<file path="src/sv/kct_pkg.sv">
package kct_pkg;

    // default table depth
    localparam int TRACK_ENTRIES_DEF = 16;

    // config register indexes
    localparam int CFG_IDX_W = 1;
    localparam logic [CFG_IDX_W-1:0] REG_ENABLED  = 1'd0;
    localparam logic [CFG_IDX_W-1:0] REG_COOLDOWN = 1'd1;

    localparam logic [31:0] COOLDOWN_RESET = 32'd10000;

    // frame kinds
    localparam logic [1:0] KIND_HANDSHAKE = 2'd2;
    localparam logic [1:0] KIND_OTHER     = 2'd3;

    // one table entry as stored in RAM
    typedef struct packed {
        logic [31:0] key;
        logic [31:0] last_fire;
        logic        done;
    } entry_t;

    // controller states
    typedef enum logic [1:0] {
        ST_IDLE,
        ST_SCAN,
        ST_SETTLE,
        ST_UPDATE
    } state_t;

    // controller to datapath
    typedef struct packed {
        logic load;
        logic skip;
        logic scan;
        logic update;
    } dp_cmd_t;

    // datapath to controller
    typedef struct packed {
        logic qualify;
        logic scan_last;
    } dp_stat_t;

endpackage

</file>
<file path="src/sv/kct_ram.sv">
module kct_ram #(
    parameter int WIDTH  = 8,
    parameter int DEPTH  = 16,
    parameter int ADDR_W = (DEPTH > 1) ? $clog2(DEPTH) : 1
) (
    input  logic              clk,
    input  logic              we,
    input  logic [ADDR_W-1:0] waddr,
    input  logic [WIDTH-1:0]  wdata,
    input  logic              re,
    input  logic [ADDR_W-1:0] raddr,
    output logic [WIDTH-1:0]  rdata
);

    logic [WIDTH-1:0] mem [DEPTH];

    // one write port, one registered read port
    always_ff @(posedge clk)
    begin
        if (we)
        begin
            mem[waddr] <= wdata;
        end
        if (re)
        begin
            rdata <= mem[raddr];
        end
    end

endmodule

</file>
<file path="src/sv/kct_ctrl.sv">
module kct_ctrl (
    input  logic               clk,
    input  logic               rst_n,
    input  logic               start,
    input  kct_pkg::dp_stat_t  stat,
    output kct_pkg::dp_cmd_t   cmd,
    output logic               busy
);

    import kct_pkg::*;

    state_t state_reg;
    state_t state_next;

    // state register
    always_ff @(posedge clk or negedge rst_n)
    begin
        if (!rst_n)
        begin
            state_reg <= ST_IDLE;
        end
        else
        begin
            state_reg <= state_next;
        end
    end

    // next state
    always_comb
    begin
        state_next = state_reg;
        unique case (state_reg)
            ST_IDLE:
            begin
                if (start && stat.qualify)
                begin
                    state_next = ST_SCAN;
                end
            end
            ST_SCAN:
            begin
                if (stat.scan_last)
                begin
                    state_next = ST_SETTLE;
                end
            end
            ST_SETTLE:
            begin
                state_next = ST_UPDATE;
            end
            ST_UPDATE:
            begin
                state_next = ST_IDLE;
            end
            default:
            begin
                state_next = ST_IDLE;
            end
        endcase
    end

    // outputs
    always_comb
    begin
        cmd        = '0;
        busy       = 1'b1;
        unique case (state_reg)
            ST_IDLE:
            begin
                busy     = 1'b0;
                cmd.load = start;
                cmd.skip = start && !stat.qualify;
            end
            ST_SCAN:
            begin
                cmd.scan = 1'b1;
            end
            ST_SETTLE:
            begin
                cmd.scan = 1'b0;
            end
            ST_UPDATE:
            begin
                cmd.update = 1'b1;
            end
            default:
            begin
                busy = 1'b1;
            end
        endcase
    end

endmodule

</file>
<file path="src/sv/kct_datapath.sv">
module kct_datapath #(
    parameter int TRACK_ENTRIES = kct_pkg::TRACK_ENTRIES_DEF
) (
    input  logic                          clk,
    input  logic                          rst_n,
    input  kct_pkg::dp_cmd_t              cmd,
    output kct_pkg::dp_stat_t             stat,
    input  logic [1:0]                    frame_kind,
    input  logic [31:0]                   key_hash,
    input  logic                          allowed,
    input  logic [31:0]                   now_ms,
    input  logic [7:0]                    channel,
    input  logic                          wr_en,
    input  logic [kct_pkg::CFG_IDX_W-1:0] wr_index,
    input  logic [31:0]                   wr_data,
    output logic                          done,
    output logic                          fire,
    output logic [7:0]                    fire_channel,
    output logic                          table_hit,
    output logic                          evicted
);

    import kct_pkg::*;

    localparam int IDX_W = (TRACK_ENTRIES > 1) ? $clog2(TRACK_ENTRIES) : 1;
    localparam logic [IDX_W-1:0] LAST_IDX = IDX_W'(TRACK_ENTRIES - 1);

    // config registers
    logic        enabled_reg;
    logic [31:0] cooldown_reg;

    // latched observation
    logic [1:0]  kind_reg;
    logic [31:0] key_reg;
    logic        allow_reg;
    logic [31:0] now_reg;
    logic [7:0]  chan_reg;

    // scan control
    logic [IDX_W-1:0] cnt_reg;
    logic             eval_reg;
    logic [IDX_W-1:0] eval_idx_reg;

    // scan results
    logic             hit_found_reg, hit_found_next;
    logic [IDX_W-1:0] hit_idx_reg, hit_idx_next;
    logic [31:0]      hit_last_reg, hit_last_next;
    logic             hit_done_reg, hit_done_next;
    logic             free_found_reg, free_found_next;
    logic [IDX_W-1:0] free_idx_reg, free_idx_next;
    logic             old_found_reg, old_found_next;
    logic [IDX_W-1:0] old_idx_reg, old_idx_next;
    logic [31:0]      old_last_reg, old_last_next;

    // table
    logic [TRACK_ENTRIES-1:0] valid_reg;
    entry_t                   rd_entry;
    entry_t                   wr_entry;
    logic                     rd_valid;

    // update path
    logic [IDX_W-1:0] slot;
    logic [31:0]      cur_last;
    logic             cur_done;
    logic [31:0]      elapsed;
    logic             do_fire;

    // result registers
    logic       done_reg;
    logic       fire_reg;
    logic [7:0] chan_out_reg;
    logic       hit_out_reg;
    logic       evict_out_reg;

    assign stat.qualify   = enabled_reg && (frame_kind != KIND_OTHER);
    assign stat.scan_last = (cnt_reg == LAST_IDX);

    // config writes
    always_ff @(posedge clk or negedge rst_n)
    begin
        if (!rst_n)
        begin
            enabled_reg  <= 1'b0;
            cooldown_reg <= COOLDOWN_RESET;
        end
        else if (wr_en)
        begin
            unique case (wr_index)
                REG_ENABLED:  enabled_reg  <= wr_data[0];
                REG_COOLDOWN: cooldown_reg <= wr_data;
                default:      enabled_reg  <= enabled_reg;
            endcase
        end
    end

    // observation capture
    always_ff @(posedge clk)
    begin
        if (cmd.load)
        begin
            kind_reg  <= frame_kind;
            key_reg   <= key_hash;
            allow_reg <= allowed;
            now_reg   <= now_ms;
            chan_reg  <= channel;
        end
    end

    // scan address and read pipeline
    always_ff @(posedge clk or negedge rst_n)
    begin
        if (!rst_n)
        begin
            cnt_reg      <= '0;
            eval_reg     <= 1'b0;
            eval_idx_reg <= '0;
        end
        else
        begin
            eval_reg     <= cmd.scan;
            eval_idx_reg <= cnt_reg;
            if (cmd.load)
            begin
                cnt_reg <= '0;
            end
            else if (cmd.scan)
            begin
                cnt_reg <= cnt_reg + IDX_W'(1);
            end
        end
    end

    assign rd_valid = valid_reg[eval_idx_reg];

    // per-entry evaluation: hit, first free, oldest valid
    always_comb
    begin
        hit_found_next  = hit_found_reg;
        hit_idx_next    = hit_idx_reg;
        hit_last_next   = hit_last_reg;
        hit_done_next   = hit_done_reg;
        free_found_next = free_found_reg;
        free_idx_next   = free_idx_reg;
        old_found_next  = old_found_reg;
        old_idx_next    = old_idx_reg;
        old_last_next   = old_last_reg;
        if (cmd.load)
        begin
            hit_found_next  = 1'b0;
            free_found_next = 1'b0;
            old_found_next  = 1'b0;
        end
        else if (eval_reg)
        begin
            if (rd_valid && (rd_entry.key == key_reg) && !hit_found_reg)
            begin
                hit_found_next = 1'b1;
                hit_idx_next   = eval_idx_reg;
                hit_last_next  = rd_entry.last_fire;
                hit_done_next  = rd_entry.done;
            end
            if (!rd_valid && !free_found_reg)
            begin
                free_found_next = 1'b1;
                free_idx_next   = eval_idx_reg;
            end
            // strict less keeps the lowest index on ties
            if (rd_valid && (!old_found_reg || (rd_entry.last_fire < old_last_reg)))
            begin
                old_found_next = 1'b1;
                old_idx_next   = eval_idx_reg;
                old_last_next  = rd_entry.last_fire;
            end
        end
    end

    always_ff @(posedge clk or negedge rst_n)
    begin
        if (!rst_n)
        begin
            hit_found_reg  <= 1'b0;
            free_found_reg <= 1'b0;
            old_found_reg  <= 1'b0;
        end
        else
        begin
            hit_found_reg  <= hit_found_next;
            free_found_reg <= free_found_next;
            old_found_reg  <= old_found_next;
        end
    end

    always_ff @(posedge clk)
    begin
        hit_idx_reg  <= hit_idx_next;
        hit_last_reg <= hit_last_next;
        hit_done_reg <= hit_done_next;
        free_idx_reg <= free_idx_next;
        old_idx_reg  <= old_idx_next;
        old_last_reg <= old_last_next;
    end

    // slot choice and fire decision; a new entry starts never fired, not done
    always_comb
    begin
        if (hit_found_reg)
        begin
            slot = hit_idx_reg;
        end
        else if (free_found_reg)
        begin
            slot = free_idx_reg;
        end
        else
        begin
            slot = old_idx_reg;
        end
        cur_last = hit_found_reg ? hit_last_reg : 32'd0;
        cur_done = hit_found_reg && hit_done_reg;
        elapsed  = now_reg - cur_last;
        do_fire  = (kind_reg != KIND_HANDSHAKE) && !cur_done && allow_reg
                   && ((cur_last == 32'd0) || (elapsed >= cooldown_reg));

        wr_entry.key       = key_reg;
        wr_entry.last_fire = do_fire ? now_reg : cur_last;
        wr_entry.done      = cur_done || (kind_reg == KIND_HANDSHAKE);
    end

    // valid bits
    always_ff @(posedge clk or negedge rst_n)
    begin
        if (!rst_n)
        begin
            valid_reg <= '0;
        end
        else if (cmd.update)
        begin
            valid_reg[slot] <= 1'b1;
        end
    end

    kct_ram #(
        .WIDTH ($bits(entry_t)),
        .DEPTH (TRACK_ENTRIES),
        .ADDR_W(IDX_W)
    ) u_table (
        .clk  (clk),
        .we   (cmd.update),
        .waddr(slot),
        .wdata(wr_entry),
        .re   (cmd.scan),
        .raddr(cnt_reg),
        .rdata(rd_entry)
    );

    // result word
    always_ff @(posedge clk or negedge rst_n)
    begin
        if (!rst_n)
        begin
            done_reg <= 1'b0;
        end
        else
        begin
            done_reg <= cmd.update || cmd.skip;
        end
    end

    always_ff @(posedge clk)
    begin
        if (cmd.skip)
        begin
            fire_reg      <= 1'b0;
            chan_out_reg  <= 8'd0;
            hit_out_reg   <= 1'b0;
            evict_out_reg <= 1'b0;
        end
        else if (cmd.update)
        begin
            fire_reg      <= do_fire;
            chan_out_reg  <= do_fire ? chan_reg : 8'd0;
            hit_out_reg   <= hit_found_reg;
            evict_out_reg <= !hit_found_reg && !free_found_reg;
        end
    end

    assign done         = done_reg;
    assign fire         = fire_reg;
    assign fire_channel = chan_out_reg;
    assign table_hit    = hit_out_reg;
    assign evicted      = evict_out_reg;

endmodule

</file>
<file path="src/sv/keyed_cooldown_tracker.sv">
// Per-key cooldown tracker. Raise start for one cycle while busy is low to
// hand in an observation; the result word appears on fire, fire_channel,
// table_hit and evicted for exactly one cycle, marked by done, and cannot be
// held off, so the receiver must take it in that cycle. An observation that
// does not qualify (block disabled or kind other) gives done on the next
// cycle and busy stays low. A qualifying observation keeps busy high through
// the scan, settle and update states and raises done in the first cycle with
// busy low again; a new start may be given in that same cycle. The scan state
// reads every entry of the RAM through its read port, one entry per cycle, to
// find a matching key, the first free entry and the oldest entry. The table
// starts empty after reset with no clearing pass. Configuration writes
// (wr_en, wr_index, wr_data) take effect at the next clock edge and belong
// to idle periods.
module keyed_cooldown_tracker #(
    parameter int TRACK_ENTRIES = kct_pkg::TRACK_ENTRIES_DEF
) (
    input  logic                          clk,
    input  logic                          rst_n,
    input  logic                          start,
    output logic                          busy,
    input  logic [1:0]                    frame_kind,
    input  logic [31:0]                   key_hash,
    input  logic                          allowed,
    input  logic [31:0]                   now_ms,
    input  logic [7:0]                    channel,
    input  logic                          wr_en,
    input  logic [kct_pkg::CFG_IDX_W-1:0] wr_index,
    input  logic [31:0]                   wr_data,
    output logic                          done,
    output logic                          fire,
    output logic [7:0]                    fire_channel,
    output logic                          table_hit,
    output logic                          evicted
);

    import kct_pkg::*;

    dp_cmd_t  cmd;
    dp_stat_t stat;

    kct_ctrl u_ctrl (
        .clk  (clk),
        .rst_n(rst_n),
        .start(start),
        .stat (stat),
        .cmd  (cmd),
        .busy (busy)
    );

    kct_datapath #(
        .TRACK_ENTRIES(TRACK_ENTRIES)
    ) u_dp (
        .clk         (clk),
        .rst_n       (rst_n),
        .cmd         (cmd),
        .stat        (stat),
        .frame_kind  (frame_kind),
        .key_hash    (key_hash),
        .allowed     (allowed),
        .now_ms      (now_ms),
        .channel     (channel),
        .wr_en       (wr_en),
        .wr_index    (wr_index),
        .wr_data     (wr_data),
        .done        (done),
        .fire        (fire),
        .fire_channel(fire_channel),
        .table_hit   (table_hit),
        .evicted     (evicted)
    );

endmodule

</file>
<file path="config.mk">
export PLATFORM = sky130hd
export DESIGN_NAME = keyed_cooldown_tracker
export DESIGN_NICKNAME = d
export VERILOG_FILES = /design/src/sv/kct_pkg.sv /design/src/sv/kct_ram.sv /design/src/sv/kct_ctrl.sv /design/src/sv/kct_datapath.sv /design/src/sv/keyed_cooldown_tracker.sv
export SDC_FILE = /design/constraint.sdc
export NUM_CORES = 1
export LEC_CHECK = 0
export BUFFER_PORTS_ARGS = -buffer_cell sky130_fd_sc_hd__buf_4
export CAP_MARGIN = 20
export CORE_MARGIN = 2
export CORE_UTILIZATION = 60
export CTS_CLUSTER_SIZE = 25
export DETAILED_ROUTE_END_ITERATION = 10
export PLACE_DENSITY = 0.83
export RECOVER_POWER = 50
export SYNTH_ARGS = -nofsm -noshare
export SYNTH_HDL_FRONTEND = slang
export SYNTH_SLANG_ARGS = --single-unit
</file>
<file path="constraint.sdc">
create_clock -name clk -period 7.9 [get_ports clk]
set_input_delay 0.79 -clock clk [delete_from_list [all_inputs] [get_ports clk]]
set_output_delay 0.79 -clock clk [all_outputs]
set_load 0.01 [all_outputs]
</file>
==> flow_metrics.tcl, run 1 <==
set metrics [dict create \
    combPwrFrac_pct 24.9 \
    synth_compound_area_share_pct 2.60 \
    power_mw 21.0 \
    endpoint_kind "flop" \
    violations "capacitance limit, slew limit" \
    place_inst 3763 \
    yosys.area_share.simple_pct 2.39 \
    grt_first_pass_wirelength_um 184000 \
    netlist_instances 2519 \
    nFillCells 5078 \
    nets 2947 \
    synth_edf_count 1257 \
    cts-buffers-inserted 121 \
    yosys.cell_types.count 61 \
    drc 0 \
    required_ns 8.30 \
    async_flop_share_pct 4.80 \
    p_sw_share_pct 28.3 \
    synth_xor_area_share_pct 1.05 \
    avgSynthCellArea_sq_um 20.9 \
    p_leak_nw 19.5 \
    p_switching_mw 5.94 \
    ctsResizeCount 0 \
    diodes 0 \
    drt-pass1-iter-count 7 \
    top_regs "u_dp.u_table.mem x1040, u_dp.u_table.rdata x65" \
    overflow 0 \
    multi_input_area_sq_um 12400 \
    grt.total_usage_pct 28.3 \
    ys_ff_latch 1332 \
    p_int_mw 15.0 \
    setup-tns-final_ns 0 \
    first_global_vias 27520 \
    yosysMostFrequentCell "edfxtp_1" \
    postCtsHoldBufs 0 \
    cts.clk_slew.worst_paths_ns 0.07 \
    seq_area_sq_um 39600 \
    largest_register "u_dp.u_table.mem" \
    postRouteAntennaNets 0 \
    synth_top_family_by_area "multiplexers" \
    wl_per_cell_um 31.5 \
    seq_area_frac_synth_pct 75.1 \
    via_per_inst 6.68 \
    finalClockSkew_ns 0.0293 \
    clock_latency_ns 0.70 \
    core_area_sq_um 86900 \
    setup.worst_path.start "u_dp.cnt_reg[1]" \
    initial_core_util_pct 60.6 \
    routed_wl_um 126000 \
    setup_ws_ns 1.29 \
    h-tree-depth 3 \
    ys_warn_count 0 \
    hold_class "input pin to flop" \
    pin_count 125 \
    ys_top_cells_by_count "edfxtp_1 (1,257), mux4_2 (329), ha_1 (101)" \
    syn_nets 2733 \
    grt_setup_unrepaired "no" \
    cts_tree "built" \
    powerDensity_nw_per_um2 355 \
    cp_max_fo 72 \
    io_buffers 124 \
    post_cts_buffers 0 \
    vdd_drop_max_v 0.000219 \
    synth_mux_area_share_pct 15.0 \
    drv_slew 981 \
    criticalPathCategory "flop to flop" \
    yosys-top-cells-area "edfxtp_1 (72%), mux4_2 (14%), dfrtp_1 (2.8%)" \
    drt_iter0_drc 3816 \
    yosysTopAreaCell "edfxtp_1" \
    syn_area_sq_um 52700 \
    stdcell_count 3989 \
    clkPwrFrac_pct 28.4 \
    r2r_cells 3 \
    arrival_ns 7.01 \
    slew_headroom_pct -213 \
    synth_top_flop_cell "edfxtp_1" \
    dieWidth_um 300 \
    period_minus_slack_ns 6.61 \
    seqPwrFrac_pct 46.6 \
    drive_gt1_share_pct 26.1 \
    finalSetupViolCount 0 \
    vias 26648 \
    hold_viol_final 0 \
    gp_congestion 0.921 \
    clock_sinks 1332 \
    yosys.area_share.adder_pct 2.44 \
    pre_cts_slack_ns 1.32 \
    period_share_pct 83.7 \
    r2r-start "u_dp.cnt_reg[1]" \
    die_area_sq_um 90200 \
    clockBufferDepth 3 \
    dpl.hpwl_um 64600 \
    largest_register_ffs 1040 \
    area_growth_pct 12.1 \
    die_y_um 300 \
    start_kind "flop" \
    antenna_found_initial 0 \
    maxClockFrequency_ghz 0.151 \
    holdPathStages 1 \
    cts_root_buf "clkbuf_16" \
    netlist.area_leader.share_pct 71.6 \
    rows 108 \
    worst_pin_slew_ns 4.70 \
    grt_max_degree 152 \
    maxCapViolCount 29 \
    status "finished, violations left" \
    hp-start "key_hash[28]" \
]
[path summary, 6_finish.rpt]
kind	endpoint	slack [ns]
max	u_dp.u_table.rdata[8]	1.29
min	u_dp.key_reg[28]	0.29
max reg2reg	u_dp.u_table.rdata[8]	1.29
min reg2reg	u_dp.fire_channel[7]	0.47
max in group asynchronous	u_dp.cooldown_reg[28]	4.30
min in group asynchronous	u_dp.cooldown_reg[7]	1.43
[cell type report]
class	instances	share of cell area, %
timing repair buffer	191	2.18
inverter	82	0.521
multi-input combinational	1005	21.0
tap	1155	2.45
clock buffer	149	5.54
clock inverter	75	1.31
sequential	1332	67.0
[logic make-up (layout without fill, tap and decap cells)]
kind of cell	Yosys count	count (layout)
xor gates and xnor gates	63	63
DFF	1332	1332
and+or+nand+nor	256	256
AOI/OAI and AO/OA	210	210
adders and majority gates	102	102
muxes	374	374
buffers and inverters	182	497
[through the flow]
step	utilization, %	hold slack (ns)	instance area (sq um)
after global placement	63.7	0.446	55300
final	68.0	0.295	59000
after global routing	68.0	0.263	59000
after CTS	68.3	0.239	59400
after detailed placement	63.7	0.454	55300
after floorplan	-	0.352	52700
[worst max-delay path, stage by stage, from the launching register on]
cell and delay, ns:
dfrtp_1 1.80, clkbuf_1 3.40, mux4_2 0.56, mux4_2 0.54
[power groups by stage]
stage | clock [mW] | combinational, mW | sequential, mW
2_1_floorplan | 0 | 3.67 | 9.55
3_3_place_gp | 0 | 4.77 | 9.79
3_5_place_dp | 0 | 4.97 | 9.87
4_1_cts | 6.01 | 5.08 | 9.76
5_1_grt | 6.26 | 5.57 | 9.86
6_report | 5.97 | 5.22 | 9.78
[per-layer routing]
metal	up-vias	track usage, %	wire length, um
met3	277	4.15	11700
met4	0	9.36	4160
met5	-	0	0
met2	1733	47.4	63200
met1	13873	39.1	46500
li1	10765	-	-
[placed cells by master (no fill, tap or decap), types with 11 or more instances in the layout]
master and count:
edfxtp_1 1257, mux4_2 329, clkbuf_16 126, ha_1 101, nand2_1 92, inv_1 82, buf_4 74, clkbuf_1 64
clkbuf_4 63, dfrtp_1 59, a21oi_1 57, o21ai_0 45, xor2_1 40, a21o_1 39, nor2_1 36, mux2_2 34
clkinv_2 27, xnor2_1 23, nand4_1 21, nand3_1 20, nor4_1 18, or2_2 18, clkinv_1 17, bufinv_16 14
nand2b_1 13, dfxtp_1 11
Note: power is estimated with default switching activity, not from simulation.
==> inputs of run 2 (changes only) <==
- ABC_AREA: not set -> 1
- clock period: 7.9 -> 6.6 ns (I/O delays scaled with it)
==> flow_metrics.tcl, run 2 <==
set metrics [dict create \
    status "finished, violations left" \
    violations "capacitance limit, slew limit" \
    nFillCells 5994 \
    overflow 0 \
    final_cell_area_sq_um 60400 \
    area_growth_pct 11.0 \
    initial_core_util_pct 60.5 \
    synth_top_flop_cell "edfxtp_1" \
    io_buffers 124 \
    final_util_pct 67.2 \
    drive_gt1_share_pct 8.24 \
    pre_cts_slack_ns 1.53 \
    r2r_cells 5 \
    slew_headroom_pct -160 \
    place_inst 5431 \
    cts-buffers-inserted 131 \
    hold_class "input pin to flop" \
    powerDensity_nw_per_um2 424 \
    grt_first_pass_wirelength_um 212000 \
    hold_viol_final 0 \
    cts.clk_slew.worst_paths_ns 0.06 \
    worstHoldEndpoint "u_dp.key_reg[14]" \
    die_y_um 305 \
    ys_ff_latch 1332 \
    dieWidth_um 305 \
    syn_nets 4523 \
    ys_warn_count 0 \
    vias 36436 \
    nets 4603 \
    ctsResizeCount 0 \
    rrSetupSlack_ns 0.59 \
    pin_count 125 \
    drc 0 \
    gp_congestion 0.979 \
    maxClockFrequency_ghz 0.166 \
    drv_slew 1053 \
    p_leak_nw 21.3 \
    required_ns 7.06 \
    postRouteAntennaNets 0 \
    drt_iter0_drc 5450 \
    avgSynthCellArea_sq_um 12.6 \
    setup_ws_ns 0.593 \
    clock_sinks 1332 \
    yosys-top-cells-area "edfxtp_1 (69%), o21ai_0 (5.2%), nor2_1 (4.4%)" \
    top_regs "u_dp.u_table.mem x1040, u_dp.u_table.rdata x65" \
    wl_per_cell_um 25.2 \
    routed_wl_um 143000 \
    vdd_drop_max_v 0.000364 \
    h-tree-depth 4 \
    drt-pass1-iter-count 6 \
    clockBufferDepth 3 \
    netlist_instances 4309 \
    antenna_found_initial 0 \
    cts_tree "built" \
    yosysTopAreaCell "edfxtp_1" \
    grt.total_usage_pct 30.5 \
    hp-start "key_hash[14]" \
    ys_top_cells_by_count "edfxtp_1 (1,257), nor2_1 (644), o21ai_0 (569)" \
    worst_pin_slew_ns 3.90 \
    netlist.area_leader.share_pct 69.4 \
    cp_max_fo 40 \
    post_cts_buffers 0 \
    yosys.cell_types.count 42 \
    endpoint_kind "flop" \
    largest_register "u_dp.u_table.mem" \
    seq_area_frac_synth_pct 72.8 \
    via_per_inst 6.43 \
    yosysMostFrequentCell "edfxtp_1" \
    setup-tns-final_ns 0 \
    place_area_sq_um 56500 \
    core_area_sq_um 89900 \
    clock_latency_ns 0.74 \
    postCtsHoldBufs 0 \
    finalSetupViolCount 0 \
    dpl.hpwl_um 76000 \
    async_flop_share_pct 4.80 \
    first_global_vias 35803 \
    maxCapViolCount 23 \
    synth_edf_count 1257 \
    period_minus_slack_ns 6.01 \
    seq_area_sq_um 39600 \
    finalClockSkew_ns 0.0243 \
    diodes 0 \
    grt_max_degree 226 \
    holdPathStages 1 \
    grt_setup_unrepaired "no" \
    worstReg2RegEnd "u_dp.u_table.rdata[3]" \
    start_kind "flop" \
    largest_register_ffs 1040 \
    arrival_ns 6.47 \
    criticalPathCategory "flop to flop" \
    multi_input_area_sq_um 13000 \
    r2r-start "u_dp.cnt_reg[2]" \
    syn_area_sq_um 54400 \
    cts_root_buf "clkbuf_16" \
    period_share_pct 91.0 \
    layout_common_cells "edfxtp_1 (1,257), nor2_1 (634), o21ai_0 (569), nand2_1 (467), inv_1 (218)" \
    stdcell_count 5667 \
    die_area_sq_um 93100 \
    final_common_cell "edfxtp_1" \
    rows 110 \
]
[run 2: changes by cell type after synthesis, sizes merged, moves of 35 or more]
cell and delta:
nand2 +375, o21ai +515, o221ai +104, o22ai +153, nand3 +175, a21oi +39
nor2 +608, mux4 -329, clkbuf +121, inv +141, mux2 -35
[run 2: metrics by stage]
step,hold slack [ns],power [mW]
after global routing,0.103,26.7
final,0.112,25.6
after CTS,0.0706,25.5
after global placement,0.441,17.9
after floorplan,0.364,15.9
after detailed placement,0.443,18.2
[run 2: layout make-up]
cell class              count  share of cell area (%)
well taps                1176                    2.44
inverters                 225                    1.42
clock inverters            62                   0.959
repair buffers            179                    2.09
multi-input cells        2520                    21.6
flip-flops and latches   1332                    65.5
clock buffers             173                    5.93
[run 2: how the worst max path moves through the flow]
stage                        start                        to  slack, ns  cells past startpoint
4_1_cts         u_dp.hit_found_reg  u_dp.u_table.mem[10][32]       1.44                     25
5_1_grt        u_ctrl.state_reg[1]      u_dp.fire_channel[7]       0.49                     10
6_report           u_dp.cnt_reg[2]     u_dp.u_table.rdata[3]       0.59                      5
3_3_place_gp    u_dp.hit_found_reg   u_dp.u_table.mem[12][1]       1.75                     21
3_5_place_dp    u_dp.hit_found_reg   u_dp.u_table.mem[12][4]       1.53                     25
2_1_floorplan   u_dp.hit_found_reg    u_dp.u_table.mem[3][0]       2.19                      7
[run 2: critical path, cell delays in order (launching register included)]
cell,delay [ns]
dfrtp_1,1.16
inv_1,0.87
clkbuf_1,2.52
o221ai_1,0.61
nand3_1,0.27
nand3_1,0.15
[run 2: logic make-up (layout without fill, tap and decap cells)]
family | Yosys count | after routing | share of synthesized area (%)
AND/OR/NAND/NOR | 1391 | 1391 | 10.4
flip-flops | 1332 | 1332 | 72.8
AO/OA/AOI/OAI | 994 | 994 | 10.5
buffers and inverters | 457 | 639 | 3.37
adder cells (fa/ha/maj) | 102 | 102 | 2.36
XOR/XNOR | 33 | 33 | 0.532
[run 2: routing by layer]
metal | up-vias | global-route usage, % | share of wire [%]
li1 | 15874 | - | -
met1 | 17502 | 41.5 | 36
met2 | 2640 | 47.8 | 47
met3 | 420 | 6.68 | 13
met4 | 0 | 13.7 | 4.0
met5 | - | 0 | 0
[run 2: report_power, final]
group          switching [mW]  internal [mW]  total [mW]
Combinational            4.89           2.01        6.90
Clock                    3.12           4.16        7.27
Sequential              0.720           10.7        11.4
Total                    8.73           16.9        25.6
